**src/ppt_pkg.sv**
```systemverilog
// ppt_pkg: shared types, codes and constants of the peer pairing table
// used by every module under src, no dependencies

package ppt_pkg;

  localparam int unsigned MAX_NODES_DEF = 16;
  localparam int unsigned MAX_RESULTS   = 16;
  localparam int unsigned QUEUE_DEPTH   = 2;
  localparam int unsigned QUEUE_PTR_W   = 1;

  localparam int unsigned APB_ADDR_W = 3;
  localparam int unsigned APB_DATA_W = 32;

  localparam logic [15:0] TIMEOUT_RST = 16'd5000;
  localparam logic [7:0]  VERSION_RST = 8'd1;

  // register index taken from paddr[2]
  localparam logic REG_TIMEOUT = 1'b0;
  localparam logic REG_VERSION = 1'b1;

  localparam logic [31:0] CAM_TAG  = 32'h43616D2D;   // "Cam-"
  localparam logic [39:0] SENS_TAG = 40'h53656E732D; // "Sens-"

  typedef enum logic [2:0] {
    KIND_ADV    = 3'd0,
    KIND_KEEP   = 3'd1,
    KIND_PAIR   = 3'd2,
    KIND_UNPAIR = 3'd3,
    KIND_LIST   = 3'd4
  } kind_e;

  typedef enum logic [2:0] {
    STS_DONE      = 3'd0,
    STS_IGNORED   = 3'd1,
    STS_FULL      = 3'd2,
    STS_NOT_FOUND = 3'd3,
    STS_REFUSED   = 3'd4
  } status_e;

  typedef enum logic [1:0] {
    CLS_UNKNOWN = 2'd0,
    CLS_CAMERA  = 2'd1,
    CLS_SENSOR  = 2'd2
  } class_e;

  typedef enum logic [2:0] {
    OP_IGNORE,
    OP_ADV,
    OP_KEEP,
    OP_PAIR,
    OP_UNPAIR,
    OP_LIST
  } op_e;

  typedef enum logic [2:0] {
    ST_IDLE,
    ST_SCAN,
    ST_ACT,
    ST_LRD,
    ST_LCHK,
    ST_LEND
  } state_e;

  typedef struct packed {
    logic [2:0]  kind;
    logic [47:0] dev_addr;
    logic [7:0]  msg_version;
    logic        length_ok;
    logic [39:0] name_prefix;
    logic [31:0] now_ms;
    logic [1:0]  query_class;
    logic [4:0]  max_count;
  } in_t;

  typedef struct packed {
    logic [2:0]  status;
    logic        send_adv_ack;
    logic        send_set_time;
    logic        send_pair_request;
    logic        send_unpair;
    logic        entry_valid;
    logic [47:0] entry_addr;
    logic [1:0]  entry_class;
    logic        entry_paired;
    logic [31:0] entry_last_seen;
    logic        last;
  } out_t;

  // classified event as queued between front and back
  typedef struct packed {
    op_e         op;
    logic [47:0] addr;
    logic [1:0]  cls;
    logic [31:0] now;
    logic [1:0]  qclass;
    logic [4:0]  maxc;
  } cmd_t;

  typedef struct packed {
    logic [47:0] addr;
    logic [1:0]  cls;
    logic [31:0] seen;
  } entry_t;

  function automatic logic [1:0] class_of(input logic [39:0] prefix);
    logic [1:0] c;
    c = CLS_UNKNOWN;
    if (prefix[39:8] == CAM_TAG) begin
      c = CLS_CAMERA;
    end else if (prefix == SENS_TAG) begin
      c = CLS_SENSOR;
    end
    return c;
  endfunction

endpackage

```
**src/ppt_front.sv**
```systemverilog
// ppt_front: accepts events and classifies them into queue commands
// depends on ppt_pkg

module ppt_front import ppt_pkg::*; (
  input  logic       in_valid_i,
  output logic       in_ready_o,
  input  in_t        in_data_i,
  input  logic [7:0] version_i,
  input  logic       q_full_i,
  output logic       q_push_o,
  output cmd_t       q_cmd_o
);

  assign in_ready_o = !q_full_i;
  assign q_push_o   = in_valid_i && !q_full_i;

  always_comb begin
    q_cmd_o.addr   = in_data_i.dev_addr;
    q_cmd_o.cls    = class_of(in_data_i.name_prefix);
    q_cmd_o.now    = in_data_i.now_ms;
    q_cmd_o.qclass = in_data_i.query_class;
    q_cmd_o.maxc   = (in_data_i.max_count > 5'(MAX_RESULTS)) ? 5'(MAX_RESULTS)
                                                             : in_data_i.max_count;
    unique case (in_data_i.kind)
      KIND_ADV: begin
        if (!in_data_i.length_ok || in_data_i.msg_version != version_i) begin
          q_cmd_o.op = OP_IGNORE;
        end else begin
          q_cmd_o.op = OP_ADV;
        end
      end
      KIND_KEEP:   q_cmd_o.op = in_data_i.length_ok ? OP_KEEP : OP_IGNORE;
      KIND_PAIR:   q_cmd_o.op = OP_PAIR;
      KIND_UNPAIR: q_cmd_o.op = OP_UNPAIR;
      KIND_LIST:   q_cmd_o.op = OP_LIST;
      default:     q_cmd_o.op = OP_IGNORE;
    endcase
  end

endmodule

```
**src/ppt_fifo.sv**
```systemverilog
// ppt_fifo: short command queue between the front and the back
// depends on ppt_pkg

module ppt_fifo import ppt_pkg::*; (
  input  logic clk_i,
  input  logic rst_ni,
  input  logic push_i,
  input  cmd_t cmd_i,
  output logic full_o,
  input  logic pop_i,
  output logic empty_o,
  output cmd_t cmd_o
);

  cmd_t                   slot_q [QUEUE_DEPTH];
  logic [QUEUE_PTR_W-1:0] wr_q, wr_d, rd_q, rd_d;
  logic [QUEUE_PTR_W:0]   cnt_q, cnt_d;

  assign full_o  = (cnt_q == (QUEUE_PTR_W+1)'(QUEUE_DEPTH));
  assign empty_o = (cnt_q == '0);
  assign cmd_o   = slot_q[rd_q];

  always_comb begin
    wr_d  = wr_q;
    rd_d  = rd_q;
    cnt_d = cnt_q;
    if (push_i) begin
      wr_d = wr_q + 1'b1;
    end
    if (pop_i) begin
      rd_d = rd_q + 1'b1;
    end
    if (push_i && !pop_i) begin
      cnt_d = cnt_q + 1'b1;
    end else if (!push_i && pop_i) begin
      cnt_d = cnt_q - 1'b1;
    end
  end

  always_ff @(posedge clk_i or negedge rst_ni) begin
    if (!rst_ni) begin
      wr_q  <= '0;
      rd_q  <= '0;
      cnt_q <= '0;
    end else begin
      wr_q  <= wr_d;
      rd_q  <= rd_d;
      cnt_q <= cnt_d;
    end
  end

  always_ff @(posedge clk_i) begin
    if (push_i) begin
      slot_q[wr_q] <= cmd_i;
    end
  end

endmodule

```
**src/ppt_back.sv**
```systemverilog
// ppt_back: table sequencer, scans the entry memory, applies updates
// and drives the result register; depends on ppt_pkg

module ppt_back import ppt_pkg::*; #(
  parameter int unsigned MAX_NODES = MAX_NODES_DEF
) (
  input  logic        clk_i,
  input  logic        rst_ni,
  input  logic [15:0] timeout_i,
  input  logic        q_empty_i,
  input  cmd_t        q_cmd_i,
  output logic        q_pop_o,
  output logic        out_valid_o,
  input  logic        out_ready_i,
  output out_t        out_data_o
);

  localparam int unsigned IW = (MAX_NODES > 1) ? $clog2(MAX_NODES) : 1;
  localparam int unsigned CW = $clog2(MAX_NODES + 1);

  entry_t mem [MAX_NODES];
  entry_t rdata_q;
  logic [IW-1:0] rd_idx;
  logic          mem_we;
  logic [IW-1:0] mem_widx;
  entry_t        mem_wdata;

  state_e state_q, state_d;
  cmd_t   cur_q, cur_d;
  logic [CW-1:0] count_q, count_d;
  logic [CW-1:0] idx_q, idx_d;
  logic [IW-1:0] pidx_q, pidx_d;
  logic          pend_q, pend_d;
  logic          hit_q, hit_d;
  logic [IW-1:0] hit_idx_q, hit_idx_d;
  entry_t        ent_q, ent_d;
  logic [4:0]    n_q, n_d;
  logic          hold_v_q, hold_v_d;
  out_t          hold_q, hold_d;
  logic [MAX_NODES-1:0] paired_q, paired_d, blocked_q, blocked_d;
  logic   out_valid_q, out_valid_d;
  out_t   out_q, out_d;

  logic   slot_free;
  logic   match;
  logic   pass;
  logic [31:0] age;
  out_t   res;
  out_t   cand;

  assign slot_free   = !out_valid_q || out_ready_i;
  assign match       = pend_q && (rdata_q.addr == cur_q.addr);
  assign age         = cur_q.now - rdata_q.seen;
  assign pass        = ((cur_q.qclass == 2'd0) || (rdata_q.cls == cur_q.qclass)) &&
                       (age <= {16'd0, timeout_i});
  assign out_valid_o = out_valid_q;
  assign out_data_o  = out_q;

  always_comb begin
    cand                 = '0;
    cand.entry_valid     = 1'b1;
    cand.entry_addr      = rdata_q.addr;
    cand.entry_class     = rdata_q.cls;
    cand.entry_paired    = paired_q[pidx_q];
    cand.entry_last_seen = rdata_q.seen;
  end

  always_comb begin
    state_d     = state_q;
    cur_d       = cur_q;
    count_d     = count_q;
    idx_d       = idx_q;
    pidx_d      = pidx_q;
    pend_d      = 1'b0;
    hit_d       = hit_q;
    hit_idx_d   = hit_idx_q;
    ent_d       = ent_q;
    n_d         = n_q;
    hold_v_d    = hold_v_q;
    hold_d      = hold_q;
    paired_d    = paired_q;
    blocked_d   = blocked_q;
    out_valid_d = out_valid_q && !out_ready_i;
    out_d       = out_q;
    q_pop_o     = 1'b0;
    rd_idx      = pidx_q;
    mem_we      = 1'b0;
    mem_widx    = hit_idx_q;
    mem_wdata   = '0;
    res         = '0;
    res.last    = 1'b1;

    unique case (state_q)
      ST_IDLE: begin
        if (!q_empty_i) begin
          q_pop_o  = 1'b1;
          cur_d    = q_cmd_i;
          idx_d    = '0;
          n_d      = '0;
          hold_v_d = 1'b0;
          if (q_cmd_i.op == OP_IGNORE) begin
            state_d = ST_ACT;
          end else if (q_cmd_i.op == OP_LIST) begin
            state_d = ST_LRD;
          end else begin
            state_d = ST_SCAN;
          end
        end
      end

      // reads issue one a cycle, each compare follows in the cycle after its read
      ST_SCAN: begin
        if (match) begin
          hit_d     = 1'b1;
          hit_idx_d = pidx_q;
          ent_d     = rdata_q;
          state_d   = ST_ACT;
        end else if (idx_q < count_q) begin
          rd_idx = idx_q[IW-1:0];
          pidx_d = idx_q[IW-1:0];
          idx_d  = idx_q + 1'b1;
          pend_d = 1'b1;
        end else begin
          hit_d   = 1'b0;
          state_d = ST_ACT;
        end
      end

      ST_ACT: begin
        if (slot_free) begin
          case (cur_q.op)
            OP_ADV: begin
              mem_wdata = '{addr: cur_q.addr, cls: cur_q.cls, seen: cur_q.now};
              if (hit_q) begin
                mem_we           = 1'b1;
                res.send_adv_ack = 1'b1;
              end else if (count_q == CW'(MAX_NODES)) begin
                res.status = STS_FULL;
              end else begin
                mem_we           = 1'b1;
                mem_widx         = count_q[IW-1:0];
                count_d          = count_q + 1'b1;
                res.send_adv_ack = 1'b1;
              end
            end
            OP_KEEP: begin
              if (!hit_q) begin
                res.status = STS_NOT_FOUND;
              end else begin
                mem_we    = 1'b1;
                mem_wdata = '{addr: ent_q.addr, cls: ent_q.cls, seen: cur_q.now};
                if (!blocked_q[hit_idx_q]) begin
                  res.send_set_time   = !paired_q[hit_idx_q];
                  paired_d[hit_idx_q] = 1'b1;
                end
              end
            end
            OP_PAIR: begin
              if (!hit_q) begin
                res.status = STS_NOT_FOUND;
              end else if (paired_q[hit_idx_q]) begin
                res.status = STS_REFUSED;
              end else begin
                blocked_d[hit_idx_q]  = 1'b0;
                res.send_pair_request = 1'b1;
              end
            end
            OP_UNPAIR: begin
              if (!hit_q) begin
                res.status = STS_NOT_FOUND;
              end else begin
                paired_d[hit_idx_q]  = 1'b0;
                blocked_d[hit_idx_q] = 1'b1;
                res.send_unpair      = 1'b1;
              end
            end
            default: res.status = STS_IGNORED;
          endcase
          out_valid_d = 1'b1;
          out_d       = res;
          state_d     = ST_IDLE;
        end
      end

      ST_LRD: begin
        if ((n_q >= cur_q.maxc) || (idx_q >= count_q)) begin
          state_d = ST_LEND;
        end else begin
          rd_idx  = idx_q[IW-1:0];
          pidx_d  = idx_q[IW-1:0];
          idx_d   = idx_q + 1'b1;
          state_d = ST_LCHK;
        end
      end

      // the newest passing entry is held back until it is known whether it is last
      ST_LCHK: begin
        if (!pass) begin
          state_d = ST_LRD;
        end else if (!hold_v_q) begin
          hold_d   = cand;
          hold_v_d = 1'b1;
          n_d      = n_q + 1'b1;
          state_d  = ST_LRD;
        end else if (slot_free) begin
          out_valid_d = 1'b1;
          out_d       = hold_q;
          out_d.last  = 1'b0;
          hold_d      = cand;
          n_d         = n_q + 1'b1;
          state_d     = ST_LRD;
        end
      end

      ST_LEND: begin
        if (slot_free) begin
          out_valid_d = 1'b1;
          if (hold_v_q) begin
            out_d      = hold_q;
            out_d.last = 1'b1;
          end else begin
            out_d = res;
          end
          state_d = ST_IDLE;
        end
      end

      default: state_d = ST_IDLE;
    endcase
  end

  always_ff @(posedge clk_i or negedge rst_ni) begin
    if (!rst_ni) begin
      state_q     <= ST_IDLE;
      count_q     <= '0;
      pend_q      <= 1'b0;
      hold_v_q    <= 1'b0;
      paired_q    <= '0;
      blocked_q   <= '0;
      out_valid_q <= 1'b0;
      idx_q       <= '0;
      n_q         <= '0;
      hit_q       <= 1'b0;
    end else begin
      state_q     <= state_d;
      count_q     <= count_d;
      pend_q      <= pend_d;
      hold_v_q    <= hold_v_d;
      paired_q    <= paired_d;
      blocked_q   <= blocked_d;
      out_valid_q <= out_valid_d;
      idx_q       <= idx_d;
      n_q         <= n_d;
      hit_q       <= hit_d;
    end
  end

  always_ff @(posedge clk_i) begin
    cur_q     <= cur_d;
    pidx_q    <= pidx_d;
    hit_idx_q <= hit_idx_d;
    ent_q     <= ent_d;
    hold_q    <= hold_d;
    out_q     <= out_d;
  end

  always_ff @(posedge clk_i) begin
    if (mem_we) begin
      mem[mem_widx] <= mem_wdata;
    end
    rdata_q <= mem[rd_idx];
  end

endmodule

```
**src/peer_pairing_table_core.sv**
```systemverilog
// peer_pairing_table_core: the back end handles one event at a time and
// walks the entries through the single read port of the entry memory for
// lookups and list queries; the queue takes further events meanwhile.
// Reset clears the entry count, paired and blocked flags and the queue; the
// entry memory is left as is and needs no clearing pass.

module peer_pairing_table_core import ppt_pkg::*; #(
  parameter int unsigned MAX_NODES = MAX_NODES_DEF
) (
  input  logic                  clk_i,
  input  logic                  rst_ni,
  input  logic                  in_valid_i,
  output logic                  in_ready_o,
  input  in_t                   in_data_i,
  output logic                  out_valid_o,
  input  logic                  out_ready_i,
  output out_t                  out_data_o,
  input  logic                  psel,
  input  logic                  penable,
  input  logic                  pwrite,
  input  logic [APB_ADDR_W-1:0] paddr,
  input  logic [APB_DATA_W-1:0] pwdata,
  output logic [APB_DATA_W-1:0] prdata,
  output logic                  pready
);

  logic [15:0] timeout_q;
  logic [7:0]  version_q;
  logic        cfg_wr;

  logic q_full, q_push, q_empty, q_pop;
  cmd_t q_in, q_out;

  assign pready = 1'b1;
  assign cfg_wr = psel && penable && pwrite;

  always_ff @(posedge clk_i or negedge rst_ni) begin
    if (!rst_ni) begin
      timeout_q <= TIMEOUT_RST;
      version_q <= VERSION_RST;
    end else if (cfg_wr) begin
      unique case (paddr[2])
        REG_TIMEOUT: timeout_q <= pwdata[15:0];
        REG_VERSION: version_q <= pwdata[7:0];
        default: ;
      endcase
    end
  end

  always_comb begin
    unique case (paddr[2])
      REG_TIMEOUT: prdata = {16'd0, timeout_q};
      REG_VERSION: prdata = {24'd0, version_q};
      default:     prdata = '0;
    endcase
  end

  ppt_front u_front (
    .in_valid_i (in_valid_i),
    .in_ready_o (in_ready_o),
    .in_data_i  (in_data_i),
    .version_i  (version_q),
    .q_full_i   (q_full),
    .q_push_o   (q_push),
    .q_cmd_o    (q_in)
  );

  ppt_fifo u_fifo (
    .clk_i   (clk_i),
    .rst_ni  (rst_ni),
    .push_i  (q_push),
    .cmd_i   (q_in),
    .full_o  (q_full),
    .pop_i   (q_pop),
    .empty_o (q_empty),
    .cmd_o   (q_out)
  );

  ppt_back #(
    .MAX_NODES (MAX_NODES)
  ) u_back (
    .clk_i       (clk_i),
    .rst_ni      (rst_ni),
    .timeout_i   (timeout_q),
    .q_empty_i   (q_empty),
    .q_cmd_i     (q_out),
    .q_pop_o     (q_pop),
    .out_valid_o (out_valid_o),
    .out_ready_i (out_ready_i),
    .out_data_o  (out_data_o)
  );

endmodule
```
**config.mk**
```make
export PLATFORM = sky130hd
export DESIGN_NAME = peer_pairing_table_core
export DESIGN_NICKNAME = d
export VERILOG_FILES = /design/src/ppt_pkg.sv /design/src/ppt_front.sv /design/src/ppt_fifo.sv /design/src/ppt_back.sv /design/src/peer_pairing_table_core.sv
export SDC_FILE = /design/constraint.sdc
export NUM_CORES = 2
export LEC_CHECK = 0
export BUFFER_PORTS_ARGS = -buffer_cell sky130_fd_sc_hd__buf_2
export CELL_PAD_IN_SITES_DETAIL_PLACEMENT = 0
export CELL_PAD_IN_SITES_GLOBAL_PLACEMENT = 1
export CORE_ASPECT_RATIO = 1.25
export CORE_MARGIN = 3
export CORE_UTILIZATION = 35
export DETAILED_ROUTE_END_ITERATION = 12
export GPL_TIMING_DRIVEN = 0
export HOLD_SLACK_MARGIN = 0.03
export PLACE_DENSITY = 0.58
export SYNTH_ARGS = -nofsm -noshare
export SYNTH_HDL_FRONTEND = slang
export SYNTH_SLANG_ARGS = --single-unit
```
**constraint.sdc**
```tcl
create_clock -name clk_i -period 9.69 [get_ports clk_i]
set_input_delay 1.4535 -clock clk_i [delete_from_list [all_inputs] [get_ports clk_i]]
set_output_delay 1.4535 -clock clk_i [all_outputs]
set_load 0.05 [all_outputs]
```
Word level (Yosys, flattened, before mapping)
Memory sizes are Yosys's and may differ from the RTL's. A register that Yosys moved wholly into a read port is not among the register bits.
Index checks and enable logic that the tools add are counted.
{"block": "classes", "n_bitwise": 9, "n_addsub": 8, "reduce_logical": 47, "eq_ne": 41, "magnitude_cmp": 8, "mux": 105}
{"operator": "$mux W92", "count": 5}
{"operator": "$pmux W92 S3", "count": 1}
{"operator": "$mux W82", "count": 3}
{"operator": "$mux W84", "count": 2}
{"operator": "$pmux W82 S2", "count": 1}
{"operator": "$mux W16", "count": 6}
{"operator": "$mux W85", "count": 1}
{"operator": "$pmux W16 S2", "count": 2}
{"operator": "$pmux W32 S2", "count": 1}
{"operator": "$eq A48 B48 Y1", "count": 1}
{"operator": "$eq A40 B39 Y1 const B", "count": 1}
{"operator": "$mux W5", "count": 8}
{"operator": "$mux W1", "count": 35}
{"operator": "$mux W3", "count": 11}
{"operator": "$and A16 B16 Y16", "count": 2}
{"operator": "$eq A32 B31 Y1 const B", "count": 1}
{"operator": "$le A32 B16 Y1", "count": 1}
{"operator": "$mux W4", "count": 8}
{"operator": "$or A16 B16 Y16", "count": 2}
{"operator": "$sub A32 B32 Y32", "count": 1}
{"operator": "$pmux W3 S5", "count": 2}
{"operator": "$ne A2 B1 Y1 const B", "count": 11}
{"operator": "$eq A3 B2 Y1 const B", "count": 6}
{"operator": "$reduce_and A6 Y1", "count": 3}
{"operator": "other kinds (41)", "count": 103}
{"block": "word_totals", "in_bits": 181, "mem_count": 2, "ramBits": 1496, "output_inout_bits": 127, "regBits": 407}
{"name": "u_back.mem", "depth": 16, "word_bits": 82, "rd": 1, "rd_ports_with_merged_regs": 1, "wr": 1, "line": "ppt_back.sv:21", "rtl": "entry_t mem [MAX_NODES];"}
{"name": "u_fifo.slot_q", "depth": 2, "word_bits": 92, "rd": 1, "rd_ports_with_merged_regs": 0, "wr": 1, "line": "ppt_fifo.sv:15", "rtl": "cmd_t slot_q [QUEUE_DEPTH];"}

Logic depth before layout (Yosys ltp)
{"block": "depth", "word_depth": 9, "ltp_mapped": 22, "mapped_depth_nobuf": 22}

Modules after synthesis
A second synthesis with hierarchy kept.
{"block": "unflattened", "cells_unflattened": 4588, "hier_area_um2": 78378.9}
{"module": "ppt_back", "area_per_inst_um2": 69067.5, "instances": 1, "cells_each": 4070}
{"module": "ppt_fifo", "area_per_inst_um2": 7106.8, "instances": 1, "cells_each": 302}
{"module": "peer_pairing_table_core", "area_per_inst_um2": 1255.0, "instances": 1, "cells_each": 88}
{"module": "ppt_front", "area_per_inst_um2": 949.7, "instances": 1, "cells_each": 128}

Worst setup path before layout
Ideal clock, no wire load.
{"block": "synth_timing", "path_type": "reg2reg", "start": "register u_back.cur_q[7] (netlist bit)", "end": "register u_back.out_q (netlist bit u_back.out_data_o[0]) (enable)", "path_slack_ns": 1.829, "required_ns": 9.147, "period_less_slack_ns": 7.861, "arrival_ns": 7.317, "setup_time_ns": 0.543, "path_stages_with_launch": 22, "n_path_buf": 0, "cell_sequence": "edfxtp_1 > inv_1 > ha_1 > fa_1 > nand2b_1 > a21oi_1 > nor2_1 > nor2_1 > nor2_1 > nor2_1 > nor2_1 > xnor2_1 > ha_1 > nand4_1 > nor4_1 > nor3_1 > a211oi_1 > and4_1 > nand4b_1 > o31ai_1 > a21oi_1 > nor2_1"}
{"block": "synth_via", "elab_chain_len": 5}
{"element": "start, declared", "line": "ppt_back.sv:29", "rtl": "cmd_t cur_q, cur_d;"}
{"element": "start signal, assigned", "line": "ppt_back.sv:259", "rtl": "cur_q <= cur_d;"}
{"element": "$sub A32 B32 Y32", "line": "ppt_back.sv:53", "rtl": "assign age = cur_q.now - rdata_q.seen;"}
{"element": "$le A32 B16 Y1", "line": "ppt_back.sv:55", "rtl": "(age <= {16'd0, timeout_i});"}
{"element": "$logic_and A1 B1 Y1", "line": "ppt_back.sv:54", "rtl": "assign pass = ((cur_q.qclass == 2'd0) || (rdata_q.cls == cur_q.qclass)) &&"}
{"element": "$ne A2 B1 Y1 (no source line)"}
{"element": "$reduce_and A6 Y1 (no source line)"}
{"element": "end signal, assigned", "line": "ppt_back.sv:264", "rtl": "out_q <= out_d;"}
{"element": "end, declared", "line": "ppt_back.sv:42", "rtl": "out_t out_q, out_d;"}
No other way between the ends.
A chain may end at the register's enable or synchronous reset.

Worst setup path after layout
{"block": "layout_timing", "start": "register u_back.cur_q[42] (netlist bit)", "end": "register, netlist name u_back.cand[80]"}
{"block": "layout_via", "elab_chain_len": 4}
{"element": "$eq A48 B48 Y1", "line": "ppt_back.sv:52", "rtl": "assign match = pend_q && (rdata_q.addr == cur_q.addr);"}
{"element": "$logic_and A1 B1 Y1", "line": "ppt_back.sv:52"}
{"element": "$mux W4"}
{"element": "$pmux W4 S2"}
No other way between the ends.

==> results.ini <==
[cells_and_area]
fin_nets=6049
most-common-layout-cells=edfxtp_1, nand2_1, and3_1, clkbuf_1, buf_2
drive_gt1_frac=0.169
multi_input_area_sq_um=19600
syn2layout_area_growth_pct=16.9
regArea_sq_um=58300
num-fill-cells=20676
mostFrequentLayoutCell=edfxtp_1

[global_routing]
antenna_found_initial=22
grt_max_degree=64
grt_pass1_vias=48837
grt_overflow_total=0
grt_pass1_wl_mm=354
grt_usage=0.208

[clocking]
htreeDepth=4
ctsRootBufferMaster=clkbuf_16
clkTransAtPathRegs_ns=0.06
cts_hold_buf=0
insertion_delay_ns=0.85
clk_path_buf_depth=3
cts_tree=yes
cts_resized=0
cts_made_buffers=206
clock-sinks=1985
postCtsSetupBuffers=0

[power_and_ir_drop]
fin_total_pwr_w=0.0309
p_switching_w=0.0121
comb_power_share=0.391
clkPwrFrac=0.254
power_frac_seq=0.355
switching_share=0.392
p_int_w=0.0188
peakVddDrop_mv=0.219
leakage_nw=30.7
p_per_area_nw_per_um2=331

[route]
first_iter_violations=4127
ant_nets=0
post-route-drc-count=0
wirelength_mm=248
vias=48346
wl_per_cell_um=27.7
drt-vias-per-instance=5.40
drtPass1Iterations=6

[timing]
rsz0062_at_grt=no
hold_slack_ns=0.431
setup_viol=0
slew_headroom=0.0761
fin_skew_ns=0.0353
timing.final.max_slew_violations=0
period_share=0.809
final.min_clock_period_ns=7.84
finalHoldViolCount=0
tightest_slew_ns=1.39
fmax_mhz=128

[placement]
gp_congestion=0.842
numPortBuffers=271
dp_hpwl_mm=180

[synthesis]
syn_area_sq_um=79800
synth_top_area_share=0.684
synth_ff_type=edfxtp_1
synthArstFlopShare=0.0413
syn_inst=5238
ys_ff_latch=1985
synth_edf_count=1817
netlist_top_cells_area=edfxtp_1, a311o_1, nand2_1
ys_seq_area_frac=0.731
syn_area_per_cell_sq_um=15.2
ys_types=81
yosysWarningCount=0
yosysTopAreaCell=edfxtp_1

[worst_setup_path]
worstSetupPathType=reg -> reg
end_kind=flip-flop
path_max_fanout=10
arrival_ns=8.60
rrSetupSlack_ns=1.85
crit_required_ns=10.45
start_kind=flip-flop

[floorplan]
rows=195
ioPinCount=308
dieArea_sq_um=234000
coreArea_sq_um=226000
initial_utilization=0.353
die_h_um=540
die_w_um=433

[hold_path]
hp-class=reg -> reg

[status]
status=finished, final reports clean

[flow_run]
drv_cap=0

==> kinds of logic after synthesis <==
kind of cell	count (synthesis)	share of synthesized area
AOI/OAI and AO/OA	949	0.0952
adders and majority gates	63	0.00997
buffers and inverters	465	0.0268
xor gates and xnor gates	83	0.00911
other	2	0.0000941
muxes	222	0.0362
DFF	1985	0.731
and+or+nand+nor	1469	0.0914
==> state kept, by name, summed over array words and instances, names as in the netlist, named ones only <==
register and cells:
u_back.mem 1312, u_fifo.slot_q 184, u_back.cur_q 92, u_back.out_data_o 92, u_back.hold_q 83, u_back.cand 82
u_back.ent_q 50, timeout_q 16, version_q 8, u_back.count_q 5, u_back.idx_q 5, u_back.n_q 5
u_back.hit_idx_q 4, u_back.pidx_q 4, u_back.state_q 3, u_fifo.cnt_q 2, u_back.hit_q 1, u_back.hold_v_q 1
u_back.out_valid_o 1, u_back.pend_q 1, u_fifo.rd_q 1, u_fifo.wr_q 1
==> area by class of cell <==
cell class | instances | share of cell area
Sequential cell | 1985 | 0.625
Multi-Input combinational cell | 2803 | 0.210
Clock buffer | 284 | 0.0609
Tap cell | 2955 | 0.0396
Timing Repair Buffer | 344 | 0.0307
Buffer | 374 | 0.0193
Clock inverter | 105 | 0.0107
Inverter | 91 | 0.00377
Antenna cell | 5 | 0.000134
==> through the flow <==
step,setup WS (ns),cell area [sq um],std cells,util,TNS (ns)
global placement,-5.35,84900,8479,0.375,-6409.79
global route,2.00,93300,8942,0.412,0
CTS,1.84,93300,8941,0.412,0
detailed placement,1.89,86600,8552,0.383,0
finish,1.85,93300,8946,0.413,0
floorplan,1.83,79800,5253,-,0
==> cell usage after synthesis (76+ instances only) <==
cell type / number
edfxtp_1: 1817
nand2_1: 589
and3_1: 338
clkbuf_1: 270
a211oi_1: 257
a311o_1: 247
nor2_1: 174
mux2_2: 127
and2_1: 118
nand4_1: 116
inv_1: 89
dfxtp_1: 86
o211ai_1: 86
a211o_1: 85
dfrtp_1: 76
==> path summary, 6_finish.rpt <==
| path | from | cells past startpoint | endpoint |
|---|---|---|---|
| max | u_back.cur_q[42] | 12 | u_back.cand[80] |
| min in group asynchronous | rst_ni | 1 | timeout_q[4] |
| max in group asynchronous | rst_ni | 2 | u_back.state_q[0] |
| max reg2reg | u_back.cur_q[42] | 12 | u_back.cand[80] |
| min reg2reg | u_back.cand[5] | 0 | u_back.hold_q[5] |
| min | u_back.cand[5] | 0 | u_back.hold_q[5] |
==> worst max-delay path, stage by stage (launching register included) <==
cell	delay [ns]
edfxtp_1	0.41
xor2_1	0.37
nor4_1	1.10
nand4_1	0.43
nor3_2	0.99
or3b_4	0.51
nand3_2	0.15
mux2i_1	0.94
clkbuf_2	0.85
clkbuf_2	0.72
buf_1	0.53
o211ai_1	0.37
nand4_1	0.26
==> power by group through the flow <==
stage,registers [W],logic (W),clock network [W]
5_1_grt,0.0110,0.0130,0.00836
2_1_floorplan,0.0113,0.00712,0
3_3_place_gp,0.0113,0.0119,0
3_5_place_dp,0.0112,0.0122,0
6_report,0.0110,0.0121,0.00786
4_1_cts,0.0110,0.0123,0.00801
==> routing by layer <==
metal	up-vias	share of wire	GRT usage
met1	24967	0.40	0.262
li1	21547	-	-
met2	1501	0.52	0.371
met4	2	0.030	0.0655
met5	-	0.000081	0
met3	329	0.049	0.0266
(Power assumes the default switching activity.)
